**config.mk**
```make
export PLATFORM = sky130hd
export DESIGN_NAME = http_chunked_decoder_top_flat
export DESIGN_NICKNAME = d
export VERILOG_FILES = /design/src/rtl/chd_pkg.sv /design/src/rtl/chd_in_if.sv /design/src/rtl/chd_out_if.sv /design/src/rtl/chd_step.sv /design/src/rtl/chd_out_buf.sv /design/src/rtl/http_chunked_decoder_top.sv /design/src/flat_wrapper.sv
export SDC_FILE = /design/constraint.sdc
export NUM_CORES = 1
export LEC_CHECK = 0
export BUFFER_PORTS_ARGS = -buffer_cell sky130_fd_sc_hd__buf_2
export CAP_MARGIN = 40
export CORE_MARGIN = 2
export CORE_UTILIZATION = 45
export DETAILED_ROUTE_END_ITERATION = 8
export HOLD_SLACK_MARGIN = 0.02
export PLACE_DENSITY = 0.63
export REMOVE_ABC_BUFFERS = 1
export SLEW_MARGIN = 30
export SYNTH_ARGS = -nofsm -noshare
export SYNTH_HDL_FRONTEND = slang
export SYNTH_SLANG_ARGS = --single-unit
```
**constraint.sdc**
```tcl
create_clock -name clk -period 3.3 [get_ports clk]
set_clock_uncertainty 0.1 [all_clocks]
set_input_delay 0.33 -clock clk [delete_from_list [all_inputs] [get_ports clk]]
set_output_delay 0.33 -clock clk [all_outputs]
set_load 0.03 [all_outputs]
```
**src/rtl/chd_pkg.sv**
```systemverilog
// Shared types, codes and helpers for the chunked body decoder.
package chd_pkg;

    localparam int unsigned LINE_CHARS_MAX = 8;
    localparam logic [7:0]  CR_BYTE        = 8'h0D;
    localparam logic [7:0]  LF_BYTE        = 8'h0A;
    localparam logic        OP_DATA        = 1'b0;
    localparam logic        OP_END         = 1'b1;

    typedef enum logic [2:0] {
        PH_LENGTH  = 3'd0,
        PH_CONTENT = 3'd1,
        PH_TRAILER = 3'd2,
        PH_DONE    = 3'd3,
        PH_ERROR   = 3'd4
    } phase_t;

    typedef enum logic [1:0] {
        KIND_CONTENT = 2'd0,
        KIND_DONE    = 2'd1,
        KIND_ERROR   = 2'd2
    } kind_t;

    typedef enum logic [1:0] {
        ERR_LINE_LONG  = 2'd0,
        ERR_BAD_HEX    = 2'd1,
        ERR_SIZE_LIMIT = 2'd2,
        ERR_EARLY_END  = 2'd3
    } err_t;

    typedef struct packed {
        phase_t      phase;
        logic [31:0] length_acc;
        logic [3:0]  char_count;
        logic        pending_cr;
        logic [31:0] bytes_remaining;
        logic        last_chunk;
        logic        trailer_idx;
        logic [31:0] total_counted;
    } dec_state_t;

    typedef struct packed {
        kind_t       kind;
        logic [7:0]  content_byte;
        err_t        error_code;
    } result_t;

    typedef struct packed {
        logic    valid;
        result_t data;
    } result_slot_t;

    // Bit 4 set when c is a hex digit of either case, low bits hold its value.
    function automatic logic [4:0] hex_decode(input logic [7:0] c);
        logic [4:0] r;
        r = 5'd0;
        if (c inside {[8'h30:8'h39]})
        begin
            r = {1'b1, c[3:0]};
        end
        else if (c inside {[8'h41:8'h46], [8'h61:8'h66]})
        begin
            r = {1'b1, c[3:0] + 4'd9};
        end
        return r;
    endfunction

endpackage

```
**src/rtl/chd_in_if.sv**
```systemverilog
// Input byte channel: valid/ready handshake with operation and data byte.
interface chd_in_if;
    logic       valid;
    logic       ready;
    logic       operation;
    logic [7:0] data_byte;

    modport source (output valid, output operation, output data_byte, input ready);
    modport sink   (input valid, input operation, input data_byte, output ready);
endinterface

```
**src/rtl/chd_out_if.sv**
```systemverilog
// Result channel: valid/ready handshake with kind, content byte and error code.
interface chd_out_if;
    logic       valid;
    logic       ready;
    logic [1:0] kind;
    logic [7:0] content_byte;
    logic [1:0] error_code;

    modport source (output valid, output kind, output content_byte, output error_code,
                    input ready);
    modport sink   (input valid, input kind, input content_byte, input error_code,
                    output ready);
endinterface

```
**src/rtl/chd_step.sv**
```systemverilog
// Single-item decode step: next decoder state and optional result from one item.
module chd_step
(
    input  chd_pkg::dec_state_t   cur,
    input  logic                  operation,
    input  logic [7:0]            data_byte,
    input  logic [31:0]           max_total_bytes,
    output chd_pkg::dec_state_t   nxt,
    output chd_pkg::result_slot_t res
);
    import chd_pkg::*;

    logic [4:0] hex;
    logic       line_full;

    assign hex       = hex_decode(data_byte);
    assign line_full = (cur.char_count >= 4'(LINE_CHARS_MAX));

    always_comb
    begin
        nxt                   = cur;
        res.valid             = 1'b0;
        res.data.kind         = KIND_CONTENT;
        res.data.content_byte = 8'd0;
        res.data.error_code   = ERR_LINE_LONG;

        case (cur.phase)
            PH_LENGTH, PH_CONTENT, PH_TRAILER:
            begin
                if (operation == OP_END)
                begin
                    nxt.phase           = PH_ERROR;
                    res.valid           = 1'b1;
                    res.data.kind       = KIND_ERROR;
                    res.data.error_code = ERR_EARLY_END;
                end
                else if (cur.phase == PH_LENGTH)
                begin
                    if (cur.pending_cr)
                    begin
                        nxt.pending_cr = 1'b0;
                        if (data_byte == LF_BYTE)
                        begin
                            nxt.bytes_remaining = cur.length_acc;
                            nxt.last_chunk      = (cur.length_acc == 32'd0);
                            nxt.length_acc      = 32'd0;
                            nxt.char_count      = 4'd0;
                            nxt.trailer_idx     = 1'b0;
                            nxt.phase = (cur.length_acc == 32'd0) ? PH_TRAILER : PH_CONTENT;
                        end
                        else
                        begin
                            // a stray CR is a line character and never a hex digit
                            nxt.phase           = PH_ERROR;
                            res.valid           = 1'b1;
                            res.data.kind       = KIND_ERROR;
                            res.data.error_code = line_full ? ERR_LINE_LONG : ERR_BAD_HEX;
                        end
                    end
                    else if (data_byte == CR_BYTE)
                    begin
                        nxt.pending_cr = 1'b1;
                    end
                    else if (line_full || !hex[4])
                    begin
                        nxt.phase           = PH_ERROR;
                        res.valid           = 1'b1;
                        res.data.kind       = KIND_ERROR;
                        res.data.error_code = line_full ? ERR_LINE_LONG : ERR_BAD_HEX;
                    end
                    else
                    begin
                        nxt.length_acc = {cur.length_acc[27:0], hex[3:0]};
                        nxt.char_count = cur.char_count + 4'd1;
                    end
                end
                else if (cur.phase == PH_CONTENT)
                begin
                    if (cur.total_counted >= max_total_bytes)
                    begin
                        nxt.phase           = PH_ERROR;
                        res.valid           = 1'b1;
                        res.data.kind       = KIND_ERROR;
                        res.data.error_code = ERR_SIZE_LIMIT;
                    end
                    else
                    begin
                        nxt.total_counted     = cur.total_counted + 32'd1;
                        nxt.bytes_remaining   = cur.bytes_remaining - 32'd1;
                        res.valid             = 1'b1;
                        res.data.kind         = KIND_CONTENT;
                        res.data.content_byte = data_byte;
                        if (cur.bytes_remaining == 32'd1)
                        begin
                            nxt.trailer_idx = 1'b0;
                            nxt.phase       = PH_TRAILER;
                        end
                    end
                end
                else
                begin
                    // trailing pair: count with saturation, no check
                    if (cur.total_counted != 32'hFFFF_FFFF)
                    begin
                        nxt.total_counted = cur.total_counted + 32'd1;
                    end
                    nxt.trailer_idx = ~cur.trailer_idx;
                    if (cur.trailer_idx)
                    begin
                        if (cur.last_chunk)
                        begin
                            nxt.phase     = PH_DONE;
                            res.valid     = 1'b1;
                            res.data.kind = KIND_DONE;
                        end
                        else
                        begin
                            nxt.phase = PH_LENGTH;
                        end
                    end
                end
            end
            default:
            begin
                // done, error and unused codes: drop the item
                nxt = cur;
            end
        endcase
    end

endmodule

```
**src/rtl/chd_out_buf.sv**
```systemverilog
// Two-entry result buffer: output register plus skid register.
module chd_out_buf
(
    input  logic                  clk,
    input  logic                  rst_n,
    input  chd_pkg::result_slot_t push,
    output logic                  has_room,
    output logic                  out_valid,
    output chd_pkg::result_t      out_data,
    input  logic                  out_ready
);
    import chd_pkg::*;

    logic    main_valid_reg;
    logic    skid_valid_reg;
    result_t main_reg;
    result_t main_next;
    result_t skid_reg;
    logic    pop;

    assign pop       = main_valid_reg && out_ready;
    assign has_room  = !skid_valid_reg;
    assign out_valid = main_valid_reg;
    assign out_data  = main_reg;

    always_comb
    begin
        main_next = main_reg;
        if (skid_valid_reg)
        begin
            if (pop)
            begin
                main_next = skid_reg;
            end
        end
        else if (push.valid && (!main_valid_reg || pop))
        begin
            main_next = push.data;
        end
    end

    always_ff @(posedge clk or negedge rst_n)
    begin
        if (!rst_n)
        begin
            main_valid_reg <= 1'b0;
            skid_valid_reg <= 1'b0;
        end
        else if (skid_valid_reg)
        begin
            if (pop)
            begin
                skid_valid_reg <= 1'b0;
            end
        end
        else if (push.valid)
        begin
            if (main_valid_reg && !pop)
            begin
                skid_valid_reg <= 1'b1;
            end
            main_valid_reg <= 1'b1;
        end
        else if (pop)
        begin
            main_valid_reg <= 1'b0;
        end
    end

    always_ff @(posedge clk)
    begin
        main_reg <= main_next;
        if (!skid_valid_reg && push.valid && main_valid_reg && !pop)
        begin
            skid_reg <= push.data;
        end
    end

    // hold the main entry while it stalls with the skid entry behind it
    a_skid_needs_main: assert property (@(posedge clk) disable iff (!rst_n)
        skid_valid_reg |-> main_valid_reg)
        else $error("skid entry held without a main entry");

    a_main_holds: assert property (@(posedge clk) disable iff (!rst_n)
        (main_valid_reg && !out_ready) |=> (main_valid_reg && $stable(main_reg)))
        else $error("stalled result changed");

endmodule

```
**src/rtl/http_chunked_decoder_top.sv**
```systemverilog
// Top level of the HTTP chunked body decoder.
//
//  channel        | dir | handshake      | payload
//  ---------------+-----+----------------+-------------------------------------
//  byte_stream    | in  | valid/ready    | operation, data_byte
//  result_stream  | out | valid/ready    | kind, content_byte, error_code
//  cfg_wr_*       | in  | write enable   | max_total_bytes (32 bit)
//
// One item per cycle while the buffer has room: the decode step sits between the state registers
// and the result buffer, so an item's result is registered into the buffer when the item is taken.
// The two-entry result buffer keeps items flowing while one result stalls;
// ready drops only when both entries are full.
// Reset (rst_n low, asynchronous) returns to the length line with zero counts
// and max_total_bytes at all ones.
module http_chunked_decoder_top
(
    input  logic        clk,
    input  logic        rst_n,
    input  logic        cfg_wr_en,
    input  logic [31:0] cfg_wr_data,
    chd_in_if.sink      byte_stream,
    chd_out_if.source   result_stream
);
    import chd_pkg::*;

    dec_state_t   state_reg;
    dec_state_t   state_next;
    logic [31:0]  max_total_reg;
    result_slot_t step_res;
    result_slot_t push;
    result_t      out_data;
    logic         has_room;
    logic         accept;

    assign byte_stream.ready = has_room;
    assign accept            = byte_stream.valid && has_room;

    chd_step u_step
    (
        .cur             (state_reg),
        .operation       (byte_stream.operation),
        .data_byte       (byte_stream.data_byte),
        .max_total_bytes (max_total_reg),
        .nxt             (state_next),
        .res             (step_res)
    );

    assign push.valid = accept && step_res.valid;
    assign push.data  = step_res.data;

    chd_out_buf u_out_buf
    (
        .clk       (clk),
        .rst_n     (rst_n),
        .push      (push),
        .has_room  (has_room),
        .out_valid (result_stream.valid),
        .out_data  (out_data),
        .out_ready (result_stream.ready)
    );

    assign result_stream.kind         = out_data.kind;
    assign result_stream.content_byte = out_data.content_byte;
    assign result_stream.error_code   = out_data.error_code;

    always_ff @(posedge clk or negedge rst_n)
    begin
        if (!rst_n)
        begin
            state_reg.phase           <= PH_LENGTH;
            state_reg.length_acc      <= 32'd0;
            state_reg.char_count      <= 4'd0;
            state_reg.pending_cr      <= 1'b0;
            state_reg.bytes_remaining <= 32'd0;
            state_reg.last_chunk      <= 1'b0;
            state_reg.trailer_idx     <= 1'b0;
            state_reg.total_counted   <= 32'd0;
        end
        else if (accept)
        begin
            state_reg <= state_next;
        end
    end

    always_ff @(posedge clk or negedge rst_n)
    begin
        if (!rst_n)
        begin
            max_total_reg <= 32'hFFFF_FFFF;
        end
        else if (cfg_wr_en)
        begin
            max_total_reg <= cfg_wr_data;
        end
    end

    a_terminal_sticks: assert property (@(posedge clk) disable iff (!rst_n)
        (state_reg.phase == PH_DONE || state_reg.phase == PH_ERROR)
        |=> $stable(state_reg.phase))
        else $error("left a terminal phase");

    a_line_len: assert property (@(posedge clk) disable iff (!rst_n)
        state_reg.char_count <= 4'(LINE_CHARS_MAX))
        else $error("length line count overran");

    a_content_nonzero: assert property (@(posedge clk) disable iff (!rst_n)
        (state_reg.phase == PH_CONTENT) |-> (state_reg.bytes_remaining != 32'd0))
        else $error("content phase with nothing left");

    // an early end right after a CR leaves the flag set in the error phase
    a_cr_only_in_line: assert property (@(posedge clk) disable iff (!rst_n)
        state_reg.pending_cr |-> (state_reg.phase == PH_LENGTH ||
                                  state_reg.phase == PH_ERROR))
        else $error("pending CR outside the length line");

endmodule

```
**src/flat_wrapper.sv**
```systemverilog
// flat-port wrapper written by rule: the top's interface ports become plain ports
module http_chunked_decoder_top_flat import chd_pkg::*;
  (clk, rst_n, cfg_wr_en, cfg_wr_data, byte_stream_valid, byte_stream_operation, byte_stream_data_byte, byte_stream_ready, result_stream_valid, result_stream_kind, result_stream_content_byte, result_stream_error_code, result_stream_ready);
  chd_in_if byte_stream_i ();
  chd_out_if result_stream_i ();
  input  logic clk;
  input  logic rst_n;
  input  logic cfg_wr_en;
  input  logic [31:0] cfg_wr_data;
  input wire logic [$bits(byte_stream_i.valid)-1:0] byte_stream_valid;
  input wire logic [$bits(byte_stream_i.operation)-1:0] byte_stream_operation;
  input wire logic [$bits(byte_stream_i.data_byte)-1:0] byte_stream_data_byte;
  output wire logic [$bits(byte_stream_i.ready)-1:0] byte_stream_ready;
  output wire logic [$bits(result_stream_i.valid)-1:0] result_stream_valid;
  output wire logic [$bits(result_stream_i.kind)-1:0] result_stream_kind;
  output wire logic [$bits(result_stream_i.content_byte)-1:0] result_stream_content_byte;
  output wire logic [$bits(result_stream_i.error_code)-1:0] result_stream_error_code;
  input wire logic [$bits(result_stream_i.ready)-1:0] result_stream_ready;
  assign byte_stream_i.valid = byte_stream_valid;
  assign byte_stream_i.operation = byte_stream_operation;
  assign byte_stream_i.data_byte = byte_stream_data_byte;
  assign byte_stream_ready = byte_stream_i.ready;
  assign result_stream_valid = result_stream_i.valid;
  assign result_stream_kind = result_stream_i.kind;
  assign result_stream_content_byte = result_stream_i.content_byte;
  assign result_stream_error_code = result_stream_i.error_code;
  assign result_stream_i.ready = result_stream_ready;
  http_chunked_decoder_top u_core (.clk(clk), .rst_n(rst_n), .cfg_wr_en(cfg_wr_en), .cfg_wr_data(cfg_wr_data), .byte_stream(byte_stream_i), .result_stream(result_stream_i));
endmodule
```
# [After elaboration in Yosys (flattened, before gate mapping)]
# Index checks and enable logic that the tools add are counted.
[word_totals] reg_bits=164 latch_bits=0 ramBits=0 romBits=0 input_bits=46 out_inout_bits=14 wordCells=146 memories=0
[classes] addsub=4 n_mul=0 div_mod_pow=0 magnitude_cmp=8 eq_ne=19 n_shift=0 n_mux=59 bitwise=4 reduce_logical=35
[ops] cell="two-way mux 32 bit" n=4
[ops] cell="two-way mux 36 bit" n=2
[ops] cell="two-way mux 34 bit" n=2
[ops] cell="two-way mux 33 bit" n=2
[ops] cell="two-way mux 3 bit" n=17
[ops] cell="two-way mux 40 bit" n=1
[ops] cell="two-way mux 39 bit" n=1
[ops] cell="two-way mux 12 bit" n=3
[ops] cell="adder 32 x 1 -> 32 bit (second input constant)" n=1
[ops] cell="== test 32 x 1 -> 1 bit (second input constant)" n=1
[ops] cell=">= comparator 32 bit" n=1
[ops] cell="zero test 32 bit" n=1
[ops] cell="!= test 32 bit (second input constant)" n=1
[ops] cell="subtractor 32 x 1 -> 32 bit (second input constant)" n=1
[ops] cell="two-way mux 8 bit" n=3
[ops] cell="AND reduction 7 bit" n=3
[ops] cell="AND reduction 6 bit" n=3
[ops] cell="== test 8 x 4 -> 1 bit (second input constant)" n=2
[ops] cell=">= comparator 8 x 7 -> 1 bit (second input constant)" n=2
[ops] cell="<= comparator 8 x 7 -> 1 bit (second input constant)" n=2
[ops] cell="two-way mux 2 bit" n=7
[ops] cell="two-way mux 1 bit" n=13
[ops] cell="two-way mux 13 bit" n=1
[ops] cell="logical AND 1 bit" n=11
[ops] cell="other kinds (25)" n=44

# [Depth between registers and ports, before layout]
# Gate-level depths: netlist of run 1.
[depth] ltp_word=17 depth_mapped=10 ltp_nobuf=9

# [By module]
# A second synthesis of run 1 with hierarchy kept.
[unflattened] hier_cells=967 hier_area_um2=10333.7
[modules_own_cells] module="http_chunked_decoder_top" instances=1 cells_each=293 area_per_inst_um2=5315.1
[modules_own_cells] module="chd_step" instances=1 cells_each=624 area_per_inst_um2=4001.3
[modules_own_cells] module="chd_out_buf" instances=1 cells_each=50 area_per_inst_um2=1017.2

# [Least setup slack after synthesis of run 1]
# Ideal clock, no wire load.
[synth_timing] kind="input port to flip-flop" startpoint="input byte_stream_data_byte[1]" endpoint="register u_core.u_out_buf.skid_reg[0] in the netlist's numbering, enable pin" setup_time_ns=0.396 arrival_time_ns=2.400 required_time_ns=2.804 slack_ns=0.404 stages=8 path_buffers=0 path_cell_list="inv_1 -> ha_1 -> inv_1 -> o311ai_0 -> a211oi_2 -> nor2_1 -> o31ai_1 -> nor3_1"
[synth_between] elab_chain_cells=17 elab_cells_between_ends=27
[synth_rtl] item="from (decl)" line="flat_wrapper.sv:12" text="input wire logic [$bits(byte_stream_i.data_byte)-1:0] byte_stream_data_byte;"
[synth_rtl] item=">= comparator 8 x 7 -> 1 bit / <= comparator 8 x 7 -> 1 bit (equally long branches)" line="chd_pkg.sv:61" text="else if (c inside {[8'h41:8'h46], [8'h61:8'h66]})"
[synth_rtl] item="logical AND 1 bit" line="chd_pkg.sv:61"
[synth_rtl] item="nonzero test 2 bit" line="chd_pkg.sv:61"
[synth_rtl] item="two-way mux 5 bit" line="chd_pkg.sv:61"
[synth_rtl] item="two-way mux 5 bit" line="chd_pkg.sv:57" text="if (c inside {[8'h30:8'h39]})"
[synth_rtl] item="zero test 1 bit" line="chd_step.sv:64" text="else if (line_full || !hex[4])"
[synth_rtl] item="logical OR 1 bit" line="chd_step.sv:64"
[synth_rtl] item="two-way mux 3 bit" line="chd_step.sv:64"
[synth_rtl] item="two-way mux 3 bit" line="chd_step.sv:60" text="else if (data_byte == CR_BYTE)"
[synth_rtl] item="two-way mux 3 bit *" line="chd_step.sv:39" text="if (cur.pending_cr)"
[synth_rtl] item="two-way mux 3 bit *" line="chd_step.sv:37" text="else if (cur.phase == PH_LENGTH)"
[synth_rtl] item="two-way mux 3 bit *" line="chd_step.sv:30" text="if (operation == OP_END)"
[synth_rtl] item="two-way mux 13 bit *" line="chd_step.sv:27" text="case (cur.phase)"
[synth_rtl] item="logical AND 1 bit *" line="http_chunked_decoder_top.sv:48" text="assign push.valid = accept && step_res.valid;"
[synth_rtl] item="logical AND 1 bit * (3 in a row)" line="chd_out_buf.sv:73" text="if (!skid_valid_reg && push.valid && main_valid_reg && !pop)"
[synth_rtl] item="to (signal assigned)" line="chd_out_buf.sv:75" text="skid_reg <= push.data;"
[synth_rtl] item="to (decl)" line="chd_out_buf.sv:18" text="result_t skid_reg;"
# Mark *: on every way between the ends. The rest lies on a longest branch, timed or not.
# A chain may end at the register's enable or synchronous reset.

==> metrics.txt, run 1 <==
Rel. slew slack 48.98%; outcome completed; Critical Path End u_core.u_out_buf.out_data[11]; Post-CTS Repair Setup Buffers 0; peak supply drop 0.3849 mV; Power, Total 6.759 mW; Netlist cell types 75; Synthesis Warnings 0; Max Fanout on Critical Path 5; startpoint types flop; Post-CTS Hold Buffers 29; r2r startpoint u_core.max_total_reg[23]; routability cong. 0.8620; Post-synth EDFFs 24; First-pass DRT Iterations 6; clock sink count 164; antenna fix cells 0; largest net degree at the start of global routing 80; post-synthesis sequential area ratio 46.99%; Async SR Flop Fraction 85.37%; clk_lat worst skew 0.44 ns; Yosys top cell by area dfrtp_1; Logic pwr share 32.2%; die width 146 um; antenna viol nets, final 0; Core ar. 19650 sq um; met3 usage 4.295%; RSZ-0062 raised after global routing false; Data arrival, critical path 3.26 ns; dpl ws 0.1761 ns; internal power 4.297 mW; FMAX 313.0 MHz; die area 21320 sq um; critical hold path startpoint cfg_wr_data[7]; grt met2 use 31.82%; Rows 51; final worst setup slack 0.1048 ns; initial antenna violation count 0; Critical Path Start u_core.max_total_reg[23]; total CTS buffers 17; # H-tree levels 4; number of global-route vias before repair 7131; final period utilization 96.82%; # setup viols final 0; largest cells by area after synthesis dfrtp_1, dfstp_2, edfxtp_1; Final Hold Slack 0.02638 ns; mean post-synth cell area 9.442 sq um; Setup CP Type reg -> reg; global-route wire length before repair 36830 um; vias per cell 5.643; chip height 146 um; Clk pwr share 29.3%; critical path data required time 3.37 ns; Final Hold Vio Count 0; most used routing layer in global routing met2; Tmin final 3.195 ns; Post-layout nets 1146; Seq pwr share 38.5%; CTS clk-pin slew, worst paths 0.06 ns; layout cell share with drive strength beyond 1 19.31%; area grow syn2layout 18.11%; filler instances 1796; CTS tree done; gr ovfl total 0; DRC 0; dominant synthesized flop cell dfrtp_1; CTS Buffer Depth 2; Pwr per Cell Area 630.7 nW/um^2; port bufs 59; Routed WL per cell 16.58 um; Via Count 7545; Detailed Route Iter0 Violations 619; post-CTS sizing 0; Critical R2R Capture u_core.u_out_buf.out_data[11]; cells after synthesis 961; Hold Path Class in -> reg; Synth Register Bits 164; routed wire length 22170 um; fin. max-slew vios 0; critical path capture point type flop; Synth top area share 29.78%; gr usage total 21.21%; CTS root buffer clkbuf_16; Slew @ Worst Pin 0.7653 ns; max-cap violations 0; num ports 60; max FFs per register 106; dpl hpwl 15110 um; r2r setup slk 0.10 ns; Switch Pwr 2.462 mW; Starting Density 46.17%; Cell Area, Synth 9074 sq um; switching portion of total power 36.43%; Leak 4.793 nW; Worst R2R Path Depth 10; met1 GRT Util 31.01%
-- cells in the final DEF, fill, tap and decap left out, types with 4 or more instances in the layout --
cell type	n
a211oi_1	7
a21boi_0	4
a21o_1	5
a21oi_1	23
a22o_1	4
a22oi_1	7
a2bb2oi_1	4
a31oi_1	7
and2_1	10
and3_1	10
and4_1	5
buf_12	4
buf_2	58
buf_4	35
clkbuf_16	17
dfrtp_1	108
dfstp_2	32
dlygate4sd3_1	29
edfxtp_1	24
ha_1	41
inv_1	48
mux2_2	11
nand2_1	160
nand2b_1	4
nand3_1	37
nand4_1	24
nor2_1	46
nor2b_1	4
nor3_1	34
nor4_1	29
nor4_2	13
o211ai_1	6
o21ai_0	79
o21ai_1	7
o221a_2	5
o22ai_1	12
o31ai_1	8
or3_1	7
xnor2_1	4
xor2_1	31
-- critical path, stage by stage, from the launching register on --
cell and delay [ns]:
dfstp_2 0.51, inv_1 0.06, ha_1 0.33, a211oi_1 0.25, o21ai_1 0.10, o221ai_1 0.24
nand4_1 0.26, buf_4 0.24, a21o_1 0.19, a2111oi_0 0.57, nor2_1 0.07
-- worst min path at each step --
stage,to,depth (start not counted)
global placement,u_core.state_reg[96],1
detailed placement,u_core.state_reg[96],1
global route,u_core.max_total_reg[2],3
finish,u_core.max_total_reg[7],3
CTS,u_core.max_total_reg[7],3
floorplan,u_core.state_reg[0],0
-- final cells by class --
| type | count | area (sq um) | area share, % |
|---|---|---|---|
| Multi-Input combinational cell | 700 | 4413 | 41.18 |
| Sequential cell | 164 | 4264 | 39.79 |
| Timing Repair Buffer | 128 | 945.9 | 8.827 |
| Clock buffer | 17 | 425.4 | 3.970 |
| Tap cell | 265 | 331.6 | 3.094 |
| Inverter | 48 | 180.2 | 1.681 |
| Clock inverter | 15 | 156.4 | 1.459 |
-- Yosys cell counts, drive strengths merged (3+ instances only) --
| cell | number |
|---|---|
| a21oi | 24 |
| and3 | 11 |
| a211oi | 9 |
| dfstp | 32 |
| a32o | 3 |
| a22o | 5 |
| o21ai | 88 |
| a21boi | 4 |
| or4 | 3 |
| nand2b | 4 |
| xnor2 | 4 |
| o22ai | 12 |
| nor4b | 4 |
| o21a | 3 |
| or3 | 7 |
| a21o | 5 |
| ha | 41 |
| a2111oi | 3 |
| clkbuf | 37 |
| nor2 | 46 |
| a2bb2oi | 4 |
| o211ai | 6 |
| inv | 48 |
| a22oi | 7 |
| nor3 | 36 |
| nor4 | 42 |
| nand2 | 160 |
| xor2 | 31 |
| dfrtp | 108 |
| o221a | 5 |
| buf | 12 |
| o311ai | 3 |
| nand4 | 24 |
| edfxtp | 24 |
| and4 | 5 |
| a31oi | 7 |
| nand3 | 37 |
| mux2 | 11 |
| nor2b | 4 |
| o31ai | 9 |
| and2 | 10 |
| mux2i | 3 |
-- kinds of logic after synthesis --
logic type,Yosys count,synth area share (%)
buffers and inverters,97,4.468
flip-flops,164,46.99
multiplexers,14,1.696
XOR/XNOR,35,3.378
adder cells (fa/ha/maj),41,5.654
AO/OA/AOI/OAI,212,15.61
AND/OR/NAND/NOR,398,22.20
-- metrics by stage --
step,util (%),instances,cell area (sq um),setup TNS [ns]
floorplan,-,912,8848,-77.97
global placement,49.93,1274,9813,0
detailed placement,50.03,1275,9833,0
CTS,54.47,1336,10710,0
global route,54.53,1337,10720,0
finish,54.53,1337,10720,0
-- metal layers --
metal  part of all wire, %  vias up
li1                      -     3690
met1                    49     3651
met2                    45      180
met3                   5.0       24
met4                   1.4        0
met5                     0        -
-- power by group through the flow --
stage | Combinational (mW) | Sequential (mW) | Clock [mW]
finish | 2.18 | 2.60 | 1.98
global route | 2.40 | 2.64 | 2.11
CTS | 2.15 | 2.60 | 2.01
detailed placement | 2.10 | 2.63 | 0
global placement | 2.10 | 2.62 | 0
floorplan | 1.36 | 2.69 | 0
Note: power is estimated with default switching activity, not from simulation.
==> run 2: changes to the inputs <==
- SETUP_SLACK_MARGIN: unset -> 0.2
==> run 2 against run 1 <==
  * Flip-flop and latch count is the same
  * Largest power group unchanged
  * Critical path depth up 2
  * Cell count is 0.52% higher
  * Via count grew 0.64%
  * First-iteration DRC count shrank 5.0%
  * Wire length increased by 2.4%
  * Critical endpoint is now u_core.state_reg[35]
  * Design area up 2.1%
==> metrics.txt, run 2 (synthesized netlist as in run 1, its figures left out) <==
Leak 4.853 nW (was 4.793 nW); Final Hold Vio Count 0 (unchanged); routed wire length 22720 um (was 22170 um); number of global-route vias before repair 7134 (was 7131); Non-Filler Instances 1344 (was 1337); CTS root buffer clkbuf_16 (unchanged); dpl hpwl 15110 um (unchanged); peak supply drop 0.4265 mV (was 0.3849 mV); Starting Density 46.17% (unchanged); critical path capture point type flop (unchanged); # H-tree levels 4 (unchanged); Worst R2R Path Depth 12 (was 10); Via Count 7593 (was 7545); fin. max-slew vios 0 (unchanged); dpl ws 0.1761 ns (unchanged); Pwr per Cell Area 624.5 nW/um^2 (was 630.7 nW/um^2); placed instance count 1275 (unchanged); die width 146 um (unchanged); RSZ-0062 raised after global routing true (was false); vias per cell 5.650 (was 5.643); clock sink count 164 (unchanged); hold path depth 3 (unchanged); CTS Buffer Depth 2 (unchanged); commonest cells after routing, fill and taps aside nand2_1, dfrtp_1, o21ai_0 (unchanged); clk_lat worst skew 0.44 ns (about the same); CTS clk-pin slew, worst paths 0.07 ns (was 0.06 ns); Setup CP Type reg -> reg (unchanged); Slew @ Worst Pin 0.7719 ns (was 0.7653 ns); max-cap violations 0 (unchanged); # setup viols final 0 (unchanged); gr ovfl total 0 (unchanged); Post-layout nets 1153 (was 1146); port bufs 59 (unchanged); final instance area 10950 sq um (was 10720 sq um); max FFs per register 106 (unchanged); FMAX 328.7 MHz (was 313.0 MHz); critical path data required time 3.56 ns (was 3.37 ns); Rows 51 (unchanged); CTS tree done (unchanged); DP Area 9833 sq um (unchanged); Hold Path Class in -> reg (unchanged); outcome completed (unchanged); Rel. slew slack 48.54% (was 48.98%); total CTS buffers 17 (unchanged); Core ar. 19650 sq um (unchanged); Final Hold Slack 0.02444 ns (was 0.02638 ns); Routed WL per cell 16.90 um (was 16.58 um); First-pass DRT Iterations 5 (was 6); Data arrival, critical path 3.30 ns (was 3.26 ns); Tmin final 3.043 ns (was 3.195 ns); initial antenna violation count 0 (unchanged); largest net degree at the start of global routing 80 (unchanged); Detailed Route Iter0 Violations 588 (was 619); antenna fix cells 0 (unchanged); final worst setup slack 0.2573 ns (was 0.1048 ns); gr usage total 21.22% (was 21.21%); die area 21320 sq um (unchanged); routability cong. 0.8620 (unchanged); antenna viol nets, final 0 (unchanged); final period utilization 92.20% (was 96.82%); startpoint types flop (unchanged); chip height 146 um (unchanged); DRC 0 (unchanged); most common cell after layout, fill and taps aside nand2_1 (unchanged); layout cell share with drive strength beyond 1 21.78% (was 19.31%); global-route wire length before repair 36850 um (was 36830 um); num ports 60 (unchanged); area grow syn2layout 20.63% (was 18.11%); Max Fanout on Critical Path 6 (was 5)
==> run 2: report_power, final <==
group / switching, mW / leakage (nW) / internal [mW]
logic: 1.44 / 2.53 / 0.810
clock network: 0.865 / 0.279 / 1.12
registers: 0.227 / 2.04 / 2.38
==> run 2: final timing paths <==
kind,from,endpoint,slack (ns)
max reg2reg,u_core.max_total_reg[23],u_core.state_reg[35],0.26
max,u_core.max_total_reg[23],u_core.state_reg[35],0.26
min in group asynchronous,rst_n,u_core.state_reg[95],0.40
min reg2reg,u_core.state_reg[23],u_core.state_reg[23],0.40
max in group asynchronous,rst_n,u_core.max_total_reg[18],1.86
min,cfg_wr_data[7],u_core.max_total_reg[7],0.02
==> run 2: timing repair <==
item                       CTS  global route
hold endpoints to repair    91             0
resized for setup            1            23
setup endpoints to repair    7            43
gates cloned                 0             3
buffers inserted             0             4
hold buffers                29             0
pin swaps                    2            12
==> run 2: metrics by stage <==
stage,TNS [ns],total power [mW],utilization [%]
floorplan,-77.97,4.058,-
global placement,0,4.723,49.93
detailed placement,0,4.733,50.03
CTS,0,6.762,54.48
global route,0,7.214,55.69
finish,0,6.836,55.69
==> run 2: area by class of cell <==
| type | count | area, sq um |
|---|---|---|
| Multi-Input combinational cell | 701 | 4558 |
| Fill cell | 1760 | 8708 |
| Clock inverter | 15 | 156.4 |
| Sequential cell | 164 | 4264 |
| Tap cell | 265 | 331.6 |
| Inverter | 48 | 180.2 |
| Timing Repair Buffer | 134 | 1030 |
| Clock buffer | 17 | 425.4 |
==> run 2: per-layer routing <==
metal  global-route usage (%)  vias up  wire length, um
li1                         -     3698                -
met1                    30.96     3678            10910
met3                    4.357       30             1156
met2                    31.84      187            10290
met5                        0        -                0
met4                    6.553        0              360
==> run 2: worst max-delay path: stages (launching register included) <==
cell and delay, ns:
dfstp_2 0.51, inv_1 0.06, ha_1 0.35, a211oi_2 0.23, o21ai_1 0.10, o221ai_1 0.22
nand4_1 0.24, buf_4 0.22, a211o_4 0.31, buf_12 0.16, a21oi_4 0.13, buf_6 0.14
mux2i_1 0.18
==> run 3: changes to the inputs <==
--- a/config.mk
+++ b/config.mk
@@ -12,5 +12,7 @@
 export DETAILED_ROUTE_END_ITERATION = 8
 export HOLD_SLACK_MARGIN = 0.02
+export MAX_ROUTING_LAYER = met4
 export PLACE_DENSITY = 0.63
+export RECOVER_POWER = 100
 export REMOVE_ABC_BUFFERS = 1
 export SETUP_SLACK_MARGIN = 0.2
==> constraint.sdc (replaced) <==
create_clock -name clk -period 3.3 [get_ports clk]
set_clock_uncertainty 0.1 [all_clocks]
set_input_delay 0.165 -clock clk [delete_from_list [all_inputs] [get_ports clk]]
set_output_delay 0.165 -clock clk [all_outputs]
set_load 0.03 [all_outputs]
==> run 3 against run 2 <==
  * The flow now finishes with violations (max-capacitance violations, max-slew violations)
  * Core utilization increased by 0.32 points
  * Sequential share of layout area decreased by 0.23 points
  * Non-clock buffer count increased by 12
  * Flip-flop and latch count stayed put
  * Clock power down 4%
  * Combinational power about the same
  * Total power down 1.1%
  * Via count rose by 0.46%
  * Setup slack got worse by 0.072 ns
  * Fmax down 2.3%
  * Register-to-register slack got worse by 0.07 ns
  * Worst hold slack worse by 0.0029 ns
  * Critical endpoint is now u_core.state_reg[62]
==> metrics.txt, run 3 (synthesized netlist as in run 1, its figures left out) <==
commonest cells after routing, fill and taps aside nand2_1, dfrtp_1, o21ai_0 (unchanged); Slew @ Worst Pin 2.584 ns (was 0.7719 ns); failing checks max-capacitance violations, max-slew violations; placed instance count 1269 (was 1275); CTS Buffer Depth 2 (unchanged); clk_lat worst skew 0.43 ns (was 0.44 ns); Rel. slew slack -72.29% (was 48.54%); global-route wire length before repair 37000 um (was 36850 um); routed wire length 22790 um (was 22720 um); chip height 146 um (unchanged); Non-Filler Instances 1356 (was 1344); CTS tree done (unchanged); CTS root buffer clkbuf_16 (unchanged); Core ar. 19650 sq um (unchanged); num ports 60 (unchanged); max FFs per register 106 (unchanged); gr usage total 21.67% (was 21.22%); clock sink count 164 (unchanged); # H-tree levels 4 (unchanged); Via Count 7628 (was 7593); Worst R2R Path Depth 10 (was 12); RSZ-0062 raised after global routing true (unchanged); final worst setup slack 0.1849 ns (was 0.2573 ns); Final Hold Vio Count 0 (unchanged); gr ovfl total 0 (unchanged); most common cell after layout, fill and taps aside nand2_1 (unchanged); Data arrival, critical path 3.31 ns (was 3.30 ns); Starting Density 46.17% (unchanged); outcome finished with violations (was completed); post-layout util 56.02% (was 55.69%); Routed WL per cell 16.81 um (was 16.90 um); vias per cell 5.625 (was 5.650); die area 21320 sq um (unchanged); max-cap violations 1 (was 0); DRC 0 (unchanged); dpl ws 0.1732 ns (was 0.1761 ns); Leak 4.841 nW (was 4.853 nW); filler instances 1790 (was 1760); number of global-route vias before repair 7250 (was 7134); dpl hpwl 14660 um (was 15110 um); Rows 51 (unchanged); fin. max-slew vios 46 (was 0); antenna fix cells 0 (unchanged); critical path capture point type flop (unchanged); area grow syn2layout 21.33% (was 20.63%); final period utilization 94.40% (was 92.20%); Post-layout nets 1165 (was 1153); antenna viol nets, final 0 (unchanged); Detailed Route Iter0 Violations 588 (unchanged); Setup CP Type reg -> reg (unchanged); # setup viols final 0 (unchanged); critical path data required time 3.50 ns (was 3.56 ns); port bufs 59 (unchanged); layout cell share with drive strength beyond 1 17.97% (was 21.78%); total CTS buffers 17 (unchanged); hold path depth 3 (unchanged); startpoint types flop (unchanged); routability cong. 0.8638 (was 0.8620); Hold Path Class in -> reg (unchanged); initial antenna violation count 0 (unchanged); die width 146 um (unchanged); largest net degree at the start of global routing 72 (was 80); Tmin final 3.115 ns (was 3.043 ns); First-pass DRT Iterations 7 (was 5); peak supply drop 0.3850 mV (was 0.4265 mV); Pwr per Cell Area 614.2 nW/um^2 (was 624.5 nW/um^2); Max Fanout on Critical Path 8 (was 6); CTS clk-pin slew, worst paths 0.06 ns (was 0.07 ns); FMAX 321.0 MHz (was 328.7 MHz)
-- run 3: final timing paths --
check / start / endpoint / slack [ns]
worst max-delay path: u_core.max_total_reg[6] / u_core.state_reg[62] / 0.18
worst min-delay path: cfg_wr_en / u_core.max_total_reg[7] / 0.02
worst max register to register: u_core.max_total_reg[6] / u_core.state_reg[62] / 0.18
worst min register to register: u_core.state_reg[17] / u_core.state_reg[17] / 0.40
max in group asynchronous: rst_n / u_core.max_total_reg[2] / 0.59
min in group asynchronous: rst_n / u_core.state_reg[18] / 1.00
-- run 3: metrics by stage --
step / area (sq um) / hold slack [ns] / power, mW / setup TNS, ns
floorplan: 8848 / -0.2306 / 4.058 / -72.03
finish: 11010 / 0.02159 / 6.762 / 0
global placement: 9761 / 0.2273 / 4.707 / 0
detailed placement: 9808 / 0.03540 / 4.706 / 0
CTS: 10830 / 0.02161 / 6.674 / 0
global route: 11010 / 0.04194 / 7.174 / 0
-- run 3: metal layers --
metal  vias to the layer above  wire length, um  GRT usage [%]
met5                         -                0              -
met2                       214            10260          32.15
met3                        24              980          3.762
met4                         0              312          5.583
li1                       3734                -              -
met1                      3656            11240          30.94
-- run 3: power by group --
part / leakage [nW] / switching [mW] / total [mW] / internal (mW)
Clock: 0.267 / 0.864 / 1.91 / 1.05
Sequential: 2.04 / 0.230 / 2.61 / 2.38
Combinational: 2.53 / 1.45 / 2.24 / 0.795
-- run 3: final cells by class --
| class | count | area, sq um | share of cell area, % |
|---|---|---|---|
| clock buffers | 18 | 429.2 | 3.898 |
| repair buffers | 146 | 1154 | 10.48 |
| flip-flops and latches | 164 | 4264 | 38.73 |
| multi-input cells | 701 | 4523 | 41.08 |
| well taps | 265 | 331.6 | 3.012 |
| inverters | 48 | 180.2 | 1.637 |
| clock inverters | 14 | 127.6 | 1.159 |
-- run 3: timing repair --
action | CTS | global route
cloned | 1 | 3
pin swaps | 4 | 16
setup endpoints to repair | 10 | 57
hold endpoints to repair | 123 | 0
hold buffers | 40 | 0
buffers inserted | 5 | 6
resized for setup | 0 | 37
-- run 3: worst max-delay path, cell delays in order, from the launching register on --
cell,delay [ns]
dfstp_2,0.52
inv_1,0.07
ha_4,0.22
and3_4,0.18
a221oi_2,0.23
o21ai_1,0.11
a221o_1,0.47
a211o_1,0.46
clkbuf_16,0.22
nor4_1,0.29
o22ai_1,0.11
